## config.mk

```make
export PLATFORM = sky130hd
export DESIGN_NAME = pickle_token_parser_top
export DESIGN_NICKNAME = d
export VERILOG_FILES = /design/src/sv/ptp_pkg.sv /design/src/sv/ptp_parser.sv /design/src/sv/ptp_result_fifo.sv /design/src/sv/pickle_token_parser_top.sv
export SDC_FILE = /design/constraint.sdc
export NUM_CORES = 1
export LEC_CHECK = 0
export ABC_AREA = 0
export BUFFER_PORTS_ARGS = -buffer_cell sky130_fd_sc_hd__buf_2
export CORE_UTILIZATION = 55
export CTS_BUF_LIST = sky130_fd_sc_hd__clkbuf_8
export DETAILED_ROUTE_END_ITERATION = 10
export GPL_ROUTABILITY_DRIVEN = 0
export GPL_TIMING_DRIVEN = 0
export PLACE_DENSITY = 0.76
export SLEW_MARGIN = 20
export SYNTH_ARGS = -nofsm -noshare
export SYNTH_HDL_FRONTEND = slang
export SYNTH_HIERARCHICAL = 1
export SYNTH_SLANG_ARGS = --single-unit
```

## constraint.sdc

```tcl
create_clock -name clk -period 7.8 [get_ports clk]
set_input_delay 0 -clock clk [delete_from_list [all_inputs] [get_ports clk]]
set_output_delay 0 -clock clk [all_outputs]
set_load 0.1 [all_outputs]
```

## src/sv/ptp_pkg.sv

```systemverilog
// Shared types and constants of the pickle token parser.
// Used by the parser core, the result queue, the top level and the checker.
package ptp_pkg;

	// Token kinds as shown on token_kind.
	localparam logic [2:0] KIND_STR_START = 3'd0;
	localparam logic [2:0] KIND_STR_BYTE  = 3'd1;
	localparam logic [2:0] KIND_NUMBER    = 3'd2;
	localparam logic [2:0] KIND_STOP      = 3'd3;
	localparam logic [2:0] KIND_UNSUP     = 3'd4;
	localparam logic [2:0] KIND_NO_STOP   = 3'd5;

	// Pickle opcodes handled by the parser.
	localparam logic [7:0] OP_SHORT_BINSTRING = 8'h55; // 'U'
	localparam logic [7:0] OP_BINUNICODE      = 8'h58; // 'X'
	localparam logic [7:0] OP_BININT1         = 8'h4B; // 'K'
	localparam logic [7:0] OP_BININT2         = 8'h4D; // 'M'
	localparam logic [7:0] OP_BININT4         = 8'h4A; // 'J'
	localparam logic [7:0] OP_LONG1           = 8'h8A;
	localparam logic [7:0] OP_PROTO           = 8'h80;
	localparam logic [7:0] OP_BINPUT          = 8'h71; // 'q'
	localparam logic [7:0] OP_LONG_BINPUT     = 8'h72; // 'r'
	localparam logic [7:0] OP_STOP            = 8'h2E; // '.'
	localparam logic [7:0] OP_MARK            = 8'h28; // '('
	localparam logic [7:0] OP_EMPTY_LIST      = 8'h5D; // ']'
	localparam logic [7:0] OP_EMPTY_DICT      = 8'h7D; // '}'
	localparam logic [7:0] OP_APPEND          = 8'h61; // 'a'
	localparam logic [7:0] OP_SETITEMS        = 8'h75; // 'u'
	localparam logic [7:0] OP_TUPLE1          = 8'h85;
	localparam logic [7:0] OP_TUPLE2          = 8'h86;
	localparam logic [7:0] OP_TUPLE3          = 8'h87;

	// Result queue geometry.
	localparam int unsigned QUEUE_DEPTH = 4;
	localparam int unsigned QUEUE_AW    = $clog2(QUEUE_DEPTH);

	// One result item.
	typedef struct packed {
		logic [2:0]  kind;
		logic [31:0] value;
		logic [7:0]  data;
		logic        last;
	} result_t;

	// Results produced by one input item, handed to the queue.
	typedef struct packed {
		logic [1:0] count;
		result_t    first;
		result_t    second;
	} push_t;

endpackage

```

## src/sv/ptp_parser.sv

```systemverilog
// Parser core of the pickle token parser: input register, opcode state and
// the step logic that turns one table byte into zero, one or two results.
// Depends on ptp_pkg.
module ptp_parser (
	input  logic             clk,
	input  logic             arst_n,
	input  logic             in_valid,
	output logic             in_stall,
	input  logic [7:0]       data_byte,
	input  logic             last_byte,
	input  logic             cfg_wen,
	input  logic [31:0]      cfg_wdata,
	input  logic             room,
	output ptp_pkg::push_t   push
);

	typedef enum logic [2:0] {
		MODE_IDLE,
		MODE_STRLEN,
		MODE_STRBYTE,
		MODE_NUMBER,
		MODE_LONGLEN,
		MODE_SKIP
	} mode_t;

	logic        valid_s1;
	logic [7:0]  byte_s1;
	logic        last_s1;
	logic        fire;

	mode_t       mode_q, mode_d;
	logic [31:0] remain_q, remain_d;
	logic [31:0] acc_q, acc_d;
	logic [2:0]  pos_q, pos_d;
	logic        halted_q, halted_d;
	logic [31:0] key_q;

	logic        p_valid;
	ptp_pkg::result_t p_res, e_res;
	logic        e_valid;
	logic [31:0] acc_new;
	logic [31:0] remain_dec;

	// The input register moves on whenever the queue has room for two results.
	assign fire     = valid_s1 && room;
	assign in_stall = valid_s1 && !room;

	always_ff @(posedge clk or negedge arst_n) begin
		if (!arst_n) begin
			valid_s1 <= 1'b0;
		end else if (in_valid && !in_stall) begin
			valid_s1 <= 1'b1;
		end else if (fire) begin
			valid_s1 <= 1'b0;
		end
	end

	always_ff @(posedge clk) begin
		if (in_valid && !in_stall) begin
			byte_s1 <= data_byte;
			last_s1 <= last_byte;
		end
	end

	// The key register takes every write; writes belong where no item is in flight.
	always_ff @(posedge clk or negedge arst_n) begin
		if (!arst_n) begin
			key_q <= '0;
		end else if (cfg_wen) begin
			key_q <= cfg_wdata;
		end
	end

	// Little-endian byte merge for the first four value bytes.
	always_comb begin
		acc_new = acc_q;
		if (!pos_q[2]) begin
			acc_new = acc_q | ({24'd0, byte_s1} << {pos_q[1:0], 3'b000});
		end
	end

	assign remain_dec = remain_q - 32'd1;

	// Step logic for one table byte.
	always_comb begin
		mode_d   = mode_q;
		remain_d = remain_q;
		acc_d    = acc_q;
		pos_d    = pos_q;
		halted_d = halted_q;
		p_valid  = 1'b0;
		p_res    = '0;
		if (!halted_q) begin
			unique case (mode_q)
				MODE_IDLE: begin
					unique case (byte_s1)
						ptp_pkg::OP_SHORT_BINSTRING: begin
							mode_d = MODE_STRLEN; remain_d = 32'd1; acc_d = '0; pos_d = '0;
						end
						ptp_pkg::OP_BINUNICODE: begin
							mode_d = MODE_STRLEN; remain_d = 32'd4; acc_d = '0; pos_d = '0;
						end
						ptp_pkg::OP_BININT1: begin
							mode_d = MODE_NUMBER; remain_d = 32'd1; acc_d = '0; pos_d = '0;
						end
						ptp_pkg::OP_BININT2: begin
							mode_d = MODE_NUMBER; remain_d = 32'd2; acc_d = '0; pos_d = '0;
						end
						ptp_pkg::OP_BININT4: begin
							mode_d = MODE_NUMBER; remain_d = 32'd4; acc_d = '0; pos_d = '0;
						end
						ptp_pkg::OP_LONG1: begin
							mode_d = MODE_LONGLEN;
						end
						ptp_pkg::OP_PROTO, ptp_pkg::OP_BINPUT: begin
							mode_d = MODE_SKIP; remain_d = 32'd1; acc_d = '0; pos_d = '0;
						end
						ptp_pkg::OP_LONG_BINPUT: begin
							mode_d = MODE_SKIP; remain_d = 32'd4; acc_d = '0; pos_d = '0;
						end
						ptp_pkg::OP_MARK, ptp_pkg::OP_EMPTY_LIST, ptp_pkg::OP_EMPTY_DICT,
						ptp_pkg::OP_APPEND, ptp_pkg::OP_SETITEMS, ptp_pkg::OP_TUPLE1,
						ptp_pkg::OP_TUPLE2, ptp_pkg::OP_TUPLE3: begin
							mode_d = MODE_IDLE;
						end
						ptp_pkg::OP_STOP: begin
							p_valid    = 1'b1;
							p_res.kind = ptp_pkg::KIND_STOP;
							halted_d   = 1'b1;
						end
						default: begin
							p_valid    = 1'b1;
							p_res.kind = ptp_pkg::KIND_UNSUP;
							p_res.data = byte_s1;
							halted_d   = 1'b1;
						end
					endcase
				end
				MODE_STRLEN, MODE_NUMBER: begin
					acc_d    = acc_new;
					pos_d    = pos_q[2] ? pos_q : pos_q + 3'd1;
					remain_d = remain_dec;
					if (remain_dec == '0) begin
						p_valid = 1'b1;
						if (mode_q == MODE_STRLEN) begin
							p_res.kind  = ptp_pkg::KIND_STR_START;
							p_res.value = acc_new;
							if (acc_new == '0) begin
								mode_d = MODE_IDLE;
							end else begin
								mode_d   = MODE_STRBYTE;
								remain_d = acc_new;
							end
						end else begin
							p_res.kind  = ptp_pkg::KIND_NUMBER;
							p_res.value = acc_new ^ key_q;
							mode_d      = MODE_IDLE;
						end
					end
				end
				MODE_LONGLEN: begin
					if (byte_s1 == 8'd0) begin
						p_valid     = 1'b1;
						p_res.kind  = ptp_pkg::KIND_NUMBER;
						p_res.value = key_q;
						mode_d      = MODE_IDLE;
					end else begin
						mode_d   = MODE_NUMBER;
						remain_d = {24'd0, byte_s1};
						acc_d    = '0;
						pos_d    = '0;
					end
				end
				MODE_STRBYTE: begin
					p_valid    = 1'b1;
					p_res.kind = ptp_pkg::KIND_STR_BYTE;
					p_res.data = byte_s1;
					remain_d   = remain_dec;
					if (remain_dec == '0) begin
						mode_d = MODE_IDLE;
					end
				end
				MODE_SKIP: begin
					remain_d = remain_dec;
					if (remain_dec == '0) begin
						mode_d = MODE_IDLE;
					end
				end
				default: begin
					mode_d = MODE_IDLE;
				end
			endcase
		end

		// End of table: report a missing stop, then rearm.
		e_valid     = last_s1 && !halted_d;
		e_res       = '0;
		e_res.kind  = ptp_pkg::KIND_NO_STOP;
		e_res.last  = 1'b1;
		if (last_s1) begin
			mode_d   = MODE_IDLE;
			remain_d = '0;
			acc_d    = '0;
			pos_d    = '0;
			halted_d = 1'b0;
		end
	end

	// Pack the results of this item in order, marking the final one.
	always_comb begin
		push = '0;
		if (fire) begin
			if (p_valid) begin
				push.first      = p_res;
				push.first.last = !e_valid;
				push.second     = e_res;
				push.count      = e_valid ? 2'd2 : 2'd1;
			end else if (e_valid) begin
				push.first = e_res;
				push.count = 2'd1;
			end
		end
	end

	// Parser state advances once per consumed byte.
	always_ff @(posedge clk or negedge arst_n) begin
		if (!arst_n) begin
			mode_q   <= MODE_IDLE;
			remain_q <= '0;
			acc_q    <= '0;
			pos_q    <= '0;
			halted_q <= 1'b0;
		end else if (fire) begin
			mode_q   <= mode_d;
			remain_q <= remain_d;
			acc_q    <= acc_d;
			pos_q    <= pos_d;
			halted_q <= halted_d;
		end
	end

endmodule

```

## src/sv/ptp_result_fifo.sv

```systemverilog
// Result queue of the pickle token parser: takes up to two results a cycle
// and hands them out one per handshake. Depends on ptp_pkg.
module ptp_result_fifo (
	input  logic             clk,
	input  logic             arst_n,
	input  ptp_pkg::push_t   push,
	output logic             room,
	output logic             out_valid,
	input  logic             out_stall,
	output ptp_pkg::result_t head
);

	ptp_pkg::result_t            entry_q [ptp_pkg::QUEUE_DEPTH];
	logic [ptp_pkg::QUEUE_AW-1:0] wr_ptr_q, rd_ptr_q;
	logic [ptp_pkg::QUEUE_AW:0]   count_q;
	logic                         pop;

	// Room for a full pair of results, so a consumed byte never overflows.
	assign room      = count_q <= (ptp_pkg::QUEUE_AW + 1)'(ptp_pkg::QUEUE_DEPTH - 2);
	assign out_valid = count_q != '0;
	assign pop       = out_valid && !out_stall;
	assign head      = entry_q[rd_ptr_q];

	// Storage writes, payload only.
	always_ff @(posedge clk) begin
		if (push.count != 2'd0) begin
			entry_q[wr_ptr_q] <= push.first;
		end
		if (push.count == 2'd2) begin
			entry_q[wr_ptr_q + ptp_pkg::QUEUE_AW'(1)] <= push.second;
		end
	end

	// Pointers and fill count.
	always_ff @(posedge clk or negedge arst_n) begin
		if (!arst_n) begin
			wr_ptr_q <= '0;
			rd_ptr_q <= '0;
			count_q  <= '0;
		end else begin
			wr_ptr_q <= wr_ptr_q + ptp_pkg::QUEUE_AW'(push.count);
			if (pop) begin
				rd_ptr_q <= rd_ptr_q + ptp_pkg::QUEUE_AW'(1);
			end
			count_q <= count_q + (ptp_pkg::QUEUE_AW + 1)'(push.count)
				- (ptp_pkg::QUEUE_AW + 1)'(pop);
		end
	end

endmodule

```

## src/sv/pickle_token_parser_top.sv

```systemverilog
// Pickle token parser: reads a decompressed protocol 2 pickle table one byte per item and
// emits string, number and status tokens. A byte is taken every cycle as long as the
// four-entry result queue has room for two more results. Each byte waits in the input
// register and is parsed as it leaves it; its results go into the result queue, which
// drives the output. A final byte without stop that also yields a token of its own
// pushes two results into the queue.
// The xor_key register must be written only while no item is in flight.
// Depends on ptp_pkg, ptp_parser and ptp_result_fifo.
module pickle_token_parser_top (
	input  logic        clk,
	input  logic        arst_n,
	input  logic        in_valid,
	output logic        in_stall,
	input  logic [7:0]  data_byte,
	input  logic        last_byte,
	input  logic        cfg_wen,
	input  logic [31:0] cfg_wdata,
	output logic        out_valid,
	input  logic        out_stall,
	output logic [2:0]  token_kind,
	output logic [31:0] token_value,
	output logic [7:0]  byte_out,
	output logic        last_result
);

	ptp_pkg::push_t   push;
	ptp_pkg::result_t head;
	logic             room;

	// Byte-level parser with its input register.
	ptp_parser u_parser (
		.clk       (clk),
		.arst_n    (arst_n),
		.in_valid  (in_valid),
		.in_stall  (in_stall),
		.data_byte (data_byte),
		.last_byte (last_byte),
		.cfg_wen   (cfg_wen),
		.cfg_wdata (cfg_wdata),
		.room      (room),
		.push      (push)
	);

	// Result queue feeding the output channel.
	ptp_result_fifo u_fifo (
		.clk       (clk),
		.arst_n    (arst_n),
		.push      (push),
		.room      (room),
		.out_valid (out_valid),
		.out_stall (out_stall),
		.head      (head)
	);

	assign token_kind  = head.kind;
	assign token_value = head.value;
	assign byte_out    = head.data;
	assign last_result = head.last;

endmodule

```

### After elaboration in Yosys (flattened, before gate mapping)

Memory sizes are Yosys's and may differ from the RTL's.
Cells that the tools add are included.

| storage, ports and cells | value |
|---|---|
| register bits after elaboration | 120 |
| memory bits (writable) | 176 |
| input port bits | 46 |
| output and inout bits | 46 |
| logic and storage cells | 148 |
| memories kept | 1 |

Memories:

| name | depth | width | rd ports | clocked after memory_dff | write ports | line | source |
|---|---|---|---|---|---|---|---|
| u_fifo.entry_q | 4 | 44 | 1 | 0 | 2 | ptp_result_fifo.sv:13 | `ptp_pkg::result_t entry_q [ptp_pkg::QUEUE_DEPTH];` |

| cells by class | value |
|---|---|
| add/subtract/negate cells | 7 |
| $lt $le $gt $ge | 1 |
| eq/ne operators | 32 |
| shift-type cells | 1 |
| mux-type cells | 57 |
| bitwise operators | 2 |
| reduce and logical (&&, ||, !) cells | 34 |

Operators with widths:

| kind | number |
|---|---|
| $mux 32 | 11 |
| $pmux 32 s3 | 2 |
| $pmux 32 s4 | 1 |
| $mux 34 | 3 |
| $mux 90 | 1 |
| $eq 8x7->1 const B | 11 |
| $logic_not 32->1 | 2 |
| $pmux 32 s2 | 1 |
| $mux 46 | 1 |
| $mux 45 | 1 |
| $mux 44 | 1 |
| $mux 43 | 1 |
| $eq 8x8->1 const B | 5 |
| $or 32x32->32 | 1 |
| $shl 8x5->32 | 1 |
| $sub 32x1->32 const B | 1 |
| $xor 32x32->32 | 1 |
| $mux 3 | 9 |
| $pmux 3 s4 | 2 |
| $reduce_or 18->1 | 1 |
| $reduce_or 17->1 | 1 |
| $eq 8x6->1 const B | 2 |
| $pmux 8 s2 | 1 |
| $reduce_or 8->1 | 2 |
| other kinds (35) | 71 |

### Logic depth before layout (Yosys ltp)

Gate-level depths: netlist of run 1.

| logic depth | value |
|---|---|
| word-level depth | 13 |
| mapped depth | 19 |
| depth with buffers taken out | 17 |

### Modules after synthesis

Netlist of run 1, hierarchy kept.

Modules (own cells, without submodules):

| module | times used | cells each | area an instance (um^2) | seq. area each (um^2) |
|---|---|---|---|---|
| ptp_result_fifo | 1 | 467 | 8887.3 | 5460.2 |
| ptp_parser | 1 | 938 | 8091.5 | 2872.8 |

### Worst setup path after synthesis of run 1

OpenSTA, ideal clock, no wires.

| timing path | value |
|---|---|
| path kind | reg2reg |
| start point | register u_parser.remain_q[0] |
| end point | memory u_fifo/entry_q[3][0] (netlist name) (enable) |
| library setup time | 451 ps |
| data arrival time | 5842 ps |
| required time | 7349 ps |
| setup slack | 1507 ps |
| cell stages (with the launch flop) | 16 |
| buffers on the path | 1 |
| clock period less this slack | 6293 ps |
| cells stage by stage | dfrtp_1 > inv_1 > ha_1 > nor3b_2 > nand4_1 > or4b_1 > a311oi_2 > nand4_4 > and4_4 > a211oi_4 > ha_1 > and3_1 > buf_4 > and2b_1 > a21oi_1 > nor2b_1 |

RTL lines:

| element | line | source |
|---|---|---|
| from (decl) | ptp_parser.sv:32 | `logic [31:0] remain_q, remain_d;` |
| from (signal assigned) | ptp_parser.sv:235 | `remain_q <= remain_d;` |
| to (decl) | ptp_result_fifo.sv:13 |  |

==> results of run 1 <==
-- per-layer routing --
layer | routed length (um) | track usage (%)
met1 | 19000 | 39.9
met2 | 22600 | 49.4
met3 | 3330 | 4.22
met4 | 1600 | 11.4
met5 | 0 | 0
-- critical path, stage by stage (launching register included) --
cell and delay [ns]:
dfrtp_1 0.48, inv_1 0.12, ha_1 0.24, nor3b_2 0.56, nand4_1 0.43, nor3_1 0.46, xor2_1 0.11, nor3_1 0.59
nand4_4 0.27, and4_4 0.28, a211oi_4 0.27, ha_1 0.27, and3_1 0.20, buf_4 0.19, nand2b_2 0.25, nor2_4 0.36
buf_2 0.37, mux2_2 0.38
-- layout make-up --
type                       count  area [sq um]
buffer                       145           830
clock inverter                31           173
tap                          390           488
inverter                      22          82.6
multi-input combinational    982          7920
clock buffer                  59           812
timing repair buffer         143          1070
fill                        2250         10300
sequential                   296          8330
-- what timing repair did --
action / in CTS / in global routing
hold buffers: 48 / 0
hold endpoints to repair: 160 / 0
setup endpoints to repair: 0 / 0
-- through the flow --
step / std cells / setup TNS, ns / utilization [%]
after floorplan: 1445 / 0 / -
after global placement: 1925 / -66.49 / 60.2
after global routing: 2068 / 0 / 65.6
final: 2068 / 0 / 65.6
after CTS: 2068 / 0 / 65.6
after detailed placement: 1930 / 0 / 60.7
-- kinds of logic (layout without fill, tap and decap cells) --
| family | count (synthesis) | count (layout) | share of synthesized area, % |
|---|---|---|---|
| AOI/OAI and AO/OA | 331 | 331 | 13.1 |
| xor gates and xnor gates | 17 | 17 | 0.877 |
| adders and majority gates | 9 | 9 | 0.707 |
| buffers and inverters | 167 | 400 | 5.37 |
| DFF | 296 | 296 | 49.1 |
| muxes | 255 | 255 | 19.8 |
| other | 1 | 41 | 0.0221 |
| and+or+nand+nor | 329 | 329 | 11.1 |
-- layout by cell type (no fill, tap or decap), types with 9 or more instances in the layout --
cell,instances
buf_2,110
nand2_1,76
clkbuf_1,57
nand3_1,19
mux2_1,13
a22o_1,38
dfrtp_1,111
o21ai_0,56
a21oi_1,113
inv_1,42
dlygate4sd3_1,47
mux4_2,44
o211ai_1,10
conb_1,41
a2111oi_0,17
nor4bb_1,9
clkbuf_8,59
buf_4,49
xnor2_1,9
and2_1,10
nand2b_1,13
mux2_2,195
nor3_1,24
edfxtp_1,185
buf_6,11
nand4_1,13
nor2_1,75
nor4_1,10
a31o_1,25
-- registers in the layout (all words and copies together), names as in the netlist --
register,cells
u_fifo/rd_ptr_q,2
u_parser/acc_q,32
u_parser/key_q,32
u_parser/halted_q,1
u_fifo/count_q,3
u_fifo/entry_q,176
u_parser/pos_q,3
u_parser/mode_q,3
u_parser/last_s1,1
u_parser/valid_s1,1
u_fifo/wr_ptr_q,2
u_parser/remain_q,32
u_parser/byte_s1,8
-- power by group --
group	switching, mW	leakage (nW)	total [mW]	internal, mW
sequential	0.103	3.12	2.02	1.92
clock	0.649	0.581	1.37	0.724
combinational	2.29	4.17	3.10	0.804
-- how the worst max path moves through the flow --
stage / startpoint / slack, ns / end / depth (start not counted)
after floorplan: u_parser/remain_q[0] / 1.51 / u_fifo/entry_q[3][0] / 15
after CTS: u_parser/remain_q[0] / 1.78 / u_fifo/entry_q[2][13] / 17
after detailed placement: u_parser/remain_q[0] / 1.81 / u_fifo/entry_q[2][8] / 17
after global placement: u_parser/remain_q[0] / -0.86 / u_fifo/entry_q[3][29] / 16
after global routing: u_parser/remain_q[0] / 1.43 / u_fifo/entry_q[2][11] / 17
final: u_parser/remain_q[0] / 1.70 / u_fifo/entry_q[2][12] / 17
==> key figures, run 1 <==
STA
  – Hold slack: 0.122 ns
  – FMAX: 164 MHz
  – Setup-failing EPs final: 0
  – Clock skew: 0.0412 ns
  – Final Worst Setup Slack: 1.70 ns
  – RSZ-0062 raised after global routing: no
  – Slew Limit Fails: 0
  – Final Hold Vio Count: 0
  – Slew headroom: a little over a third
  – Worst-Margin Slew: around 0.97 ns
  – Min Tclk post-route: 6.10 ns
  – Period utilization: 78.2%

Pwr
  – Maximum vdd drop: 0.000194 V
  – Power Dens Cells: 329 mW/mm^2
  – Leakage power: just under 8 nW
  – Final Total Pwr: between 6 and 7 mW

Route
  – Vias per std cell: around 6.3
  – Initial DRC count: 1319
  – # DRC: 0
  – WL per Instance: 22.5 um
  – DR vias: 12.9k
  – Total Wirelength: 46500 um
  – Drt first pass iters: 6
  – Routed Antenna Nets: 0

Clock tree
  – Clk_lat worst skew: 0.60 ns
  – H-tree Lvls: 2
  – CTS max path bufs: 3
  – Clock transition at path regs: 0.07 ns
  – Clk sink count: 296
  – Post_cts resized: 0
  – CTS tree: built
  – Clock root cell: clkbuf_8
  – Setup Buffers After CTS: 0
  – Num CTS Buffers: 49

Synthesis
  – Yosys warns: 6
  – Post-synth cell types: 89
  – Gate Count Post-Synth: 1405
  – Asr flop ratio synth: 37.5%
  – Most frequent cell after synthesis: mux2_2
  – Mapped cell area: 0.0170 sq mm
  – Sequential area share after synthesis: 49.1%
  – Ys flop type: edfxtp_1
  – Leading cell types by count after synthesis: 195 x mux2_2, 185 x edfxtp_1, 113 x a21oi_1
  – Area leader, netlist: edfxtp_1
  – Mapped Avg Cell Area: roughly 12 sq um
  – Top cells by area, synth: edfxtp_1 33%, dfrtp_1 16%, mux2_2 13%
  – Number of synthesized flops with an enable pin: 185
  – Synthesis-stage register bit count: 296
  – Area fraction of the dominant cell type after synthesis: roughly 33%

Placement
  – HPWL after DPL: roughly 32000 um
  – Area post-placement: 0.0182 sq mm
  – IO Port Bufs: 90
  – Worst slack, placed: 1.81 ns

Floorplan
  – Die area: between 0.03 and 0.04 sq mm
  – Row count: 63
  – Die Wd: ~180 um
  – Core Box Area: 0.0300 sq mm
  – IO Pins: 92
  – Initial Util: 56.5%
  – Die Height: 178 um

Setup path
  – WS Path Type: register to register
  – Worst Path Arrival: 6.41 ns
  – CP Capture Type: register
  – R2R Path Start: u_parser/remain_q[0]
  – R2r worst-path depth: 17
  – Flop2flop setup slack: 1.70 ns
  – CP Launch Type: register
  – Worst EP required: approximately 8.1 ns
  – Reg2reg end: u_fifo/entry_q[2][12]
  – Max FO, Critical Path: 10

GRT
  – Antenna violations before repair: 0
  – Largest net degree at the start of global routing: 51
  – First-pass GRT wire length: 72000 um
  – Vias in the first global route: 12.7k
  – Total Routing Usage GR: 29.9%
  – GR Overflow Total: 0

Run status
  – Status: finished clean

Worst hold path
  – Hold path startpoint: data_byte[2]
  – Hold path endpoint: u_parser/byte_s1[2]
  – HP Class: input pin to register
  – Hold path cells: 2

Cells and area
  – Final Net Count: 1694
  – Synth-to-Final Area Change: 16.1%
  – Share of cells above drive strength 1: 31.3%
  – Cell area after layout: 0.0197 sq mm
  – N_diodes: 0

Job
  – Number of max-cap violations: 0
(Power assumes the default switching activity.)
==> run 2: changes to the inputs <==
--- a/config.mk
+++ b/config.mk
@@ -12,7 +12,7 @@
 export DETAILED_ROUTE_END_ITERATION = 10
 export GPL_ROUTABILITY_DRIVEN = 0
 export GPL_TIMING_DRIVEN = 0
-export PLACE_DENSITY = 0.76
+export PLACE_DENSITY = 0.79
 export SLEW_MARGIN = 20
 export SYNTH_ARGS = -nofsm -noshare
 export SYNTH_HDL_FRONTEND = slang
==> constraint.sdc (replaced) <==
create_clock -name clk -period 5.54 [get_ports clk]
set_input_delay 0 -clock clk [delete_from_list [all_inputs] [get_ports clk]]
set_output_delay 0 -clock clk [all_outputs]
set_load 0.1 [all_outputs]
==> key figures, run 2 (synthesized netlist as in run 1, its figures left out) <==
GRT
  – First-pass GRT wire length: 71200 um (-1.2%)
  – GR Overflow Total: 0 (unchanged)
  – Total Routing Usage GR: 29.4% (-0.47 points)
  – Antenna violations before repair: 0 (unchanged)
  – Largest net degree at the start of global routing: 60 (+18%)
  – Vias in the first global route: 12.7k (-0.031%)

Clock tree
  – Clock root cell: clkbuf_8
  – H-tree Lvls: 2 (unchanged)
  – CTS tree: built
  – CTS max path bufs: 3 (unchanged)
  – Clk_lat worst skew: 0.59 ns (about the same)
  – Num CTS Buffers: 49 (unchanged)
  – Clk sink count: 296 (unchanged)
  – Clock transition at path regs: 0.05 ns (-0.02 ns)

STA
  – Final Hold Vio Count: 0 (unchanged)
  – Slew headroom: 34.5% (-0.50 points)
  – Slew Limit Fails: 0 (unchanged)
  – Final Worst Setup Slack: 0.209 ns (-1.49 ns)
  – Clock skew: 0.0292 ns (-0.0120 ns)
  – Hold slack: 0.143 ns (+0.0210 ns)
  – Period utilization: 96.2% (+18 points)
  – Worst-Margin Slew: 0.974 ns (+0.000554 ns)
  – RSZ-0062 raised after global routing: no
  – Min Tclk post-route: 5.33 ns (-0.768 ns)
  – Setup-failing EPs final: 0 (unchanged)
  – FMAX: 188 MHz (+14%)
  – Setup_tns: 0 ns (unchanged)

Cells and area
  – Share of cells above drive strength 1: 32.1% (+0.76 points)
  – Final Net Count: 1708 (+0.83%)
  – Cell area after layout: 0.0198 sq mm (+0.65%)
  – Fill count: 2181 (-3.1%)
  – Max reg flops: 176 (unchanged)
  – Most frequent cells in the layout: 195 x mux2_2, 185 x edfxtp_1, 113 x a21oi_1, 111 x dfrtp_1, 105 x buf_2
  – Top reg by flops: u_fifo/entry_q
  – Most common cell after layout, fill and taps aside: mux2_2
  – Synth-to-Final Area Change: 16.8%
  – Non-Filler Instances: 2082 (+0.68%)

Pwr
  – Leakage power: 7.92 nW (+0.68%)
  – Maximum vdd drop: 0.000394 V (+100%)
  – Power Dens Cells: 458 mW/mm^2 (+39%)

Placement
  – Area post-placement: 0.0182 sq mm (+0.11%)
  – HPWL after DPL: 31600 um (-1.1%)
  – Worst slack, placed: -0.483 ns (-2.29 ns)
  – IO Port Bufs: 90 (unchanged)
  – Placed Instances: 1931 (+0.052%)

Setup path
  – CP Launch Type: register
  – Worst Path Arrival: 5.64 ns (-0.77 ns)
  – Max FO, Critical Path: 10 (unchanged)
  – WS Path Type: register to register
  – CP Capture Type: register
  – Worst EP required: 5.85 ns (-2.27 ns)
  – Flop2flop setup slack: 0.21 ns (-1.49 ns)

Floorplan
  – Die area: 0.0316 sq mm (unchanged)
  – Initial Util: 56.5% (unchanged)
  – Row count: 63 (unchanged)
  – Die Height: 178 um (unchanged)
  – IO Pins: 92 (unchanged)
  – Die Wd: 178 um (unchanged)
  – Core Box Area: 0.0300 sq mm (unchanged)

Route
  – WL per Instance: 22.0 um (-2.2%)
  – # DRC: 0 (unchanged)
  – Vias per std cell: 6.25 (-0.16%)
  – Routed Antenna Nets: 0 (unchanged)
  – Total Wirelength: 45800 um (-1.5%)
  – Drt first pass iters: 5 (-1)
  – DR vias: 13.0k (+0.52%)
  – Initial DRC count: 1439 (+9.1%)

Run status
  – Status: finished clean

Job
  – Number of max-cap violations: 0 (unchanged)

Worst hold path
  – HP Class: input pin to register
==> run 2: through the flow <==
stage | utilization (%) | total power [mW]
global route | 66.0 | 9.46
detailed placement | 60.7 | 7.17
CTS | 65.7 | 9.04
global placement | 60.2 | 7.07
floorplan | - | 6.29
finish | 66.1 | 9.09
==> run 2: cell type report <==
type / instances / area (sq um) / share of cell area (%)
Sequential cell: 296 / 8330 / 42.0
Multi-Input combinational cell: 982 / 7950 / 40.1
Timing Repair Buffer: 158 / 1220 / 6.15
Buffer: 144 / 838 / 4.23
Clock buffer: 56 / 771 / 3.89
Tap cell: 390 / 488 / 2.46
Clock inverter: 33 / 153 / 0.769
Inverter: 22 / 82.6 / 0.416
Antenna cell: 1 / 2.50 / 0.0126
==> run 2: report_power, final <==
part	internal [mW]	switching [mW]
clock	0.927	0.886
combinational	1.18	3.25
sequential	2.70	0.142
==> run 2: repair_timing <==
action	4_1_cts	5_1_grt
gates resized for setup	3	9
hold endpoints to repair	162	0
hold buffers	48	0
pin swaps	3	3
setup endpoints to repair	311	206
setup buffers	4	10
gates cloned	0	0
==> run 2: worst max-delay path, cell delays in order (launching register included) <==
cell and delay (ns):
dfrtp_1 0.48, nor4_4 0.56, nand2_4 0.18, or4_1 0.52, buf_2 0.16, o21a_1 0.19
a311oi_4 0.35, nand4_4 0.21, and4_4 0.27, a211oi_4 0.26, ha_1 0.27, and3_1 0.19
buf_4 0.18, nand2b_2 0.26, nor2_4 0.29, clkbuf_4 0.32, mux2_2 0.36
==> run 2: per-layer routing <==
metal	share of wire (%)	global-route usage (%)	vias up
li1	-	-	5843
met1	40	39.3	6382
met2	48	47.9	668
met3	8.0	4.76	121
met4	3.7	11.8	0
met5	0	0	-
==> run 2: final timing paths <==
path / from / end / cells past startpoint
max in group asynchronous: arst_n / u_fifo/wr_ptr_q[0] / 4
max reg2reg: u_parser/remain_q[0] / u_fifo/entry_q[3][5] / 16
min: data_byte[5] / u_parser/byte_s1[5] / 2
min in group asynchronous: arst_n / u_parser/key_q[17] / 4
max: u_parser/remain_q[0] / u_fifo/entry_q[3][5] / 16
min reg2reg: u_fifo/count_q[2] / u_fifo/count_q[2] / 1
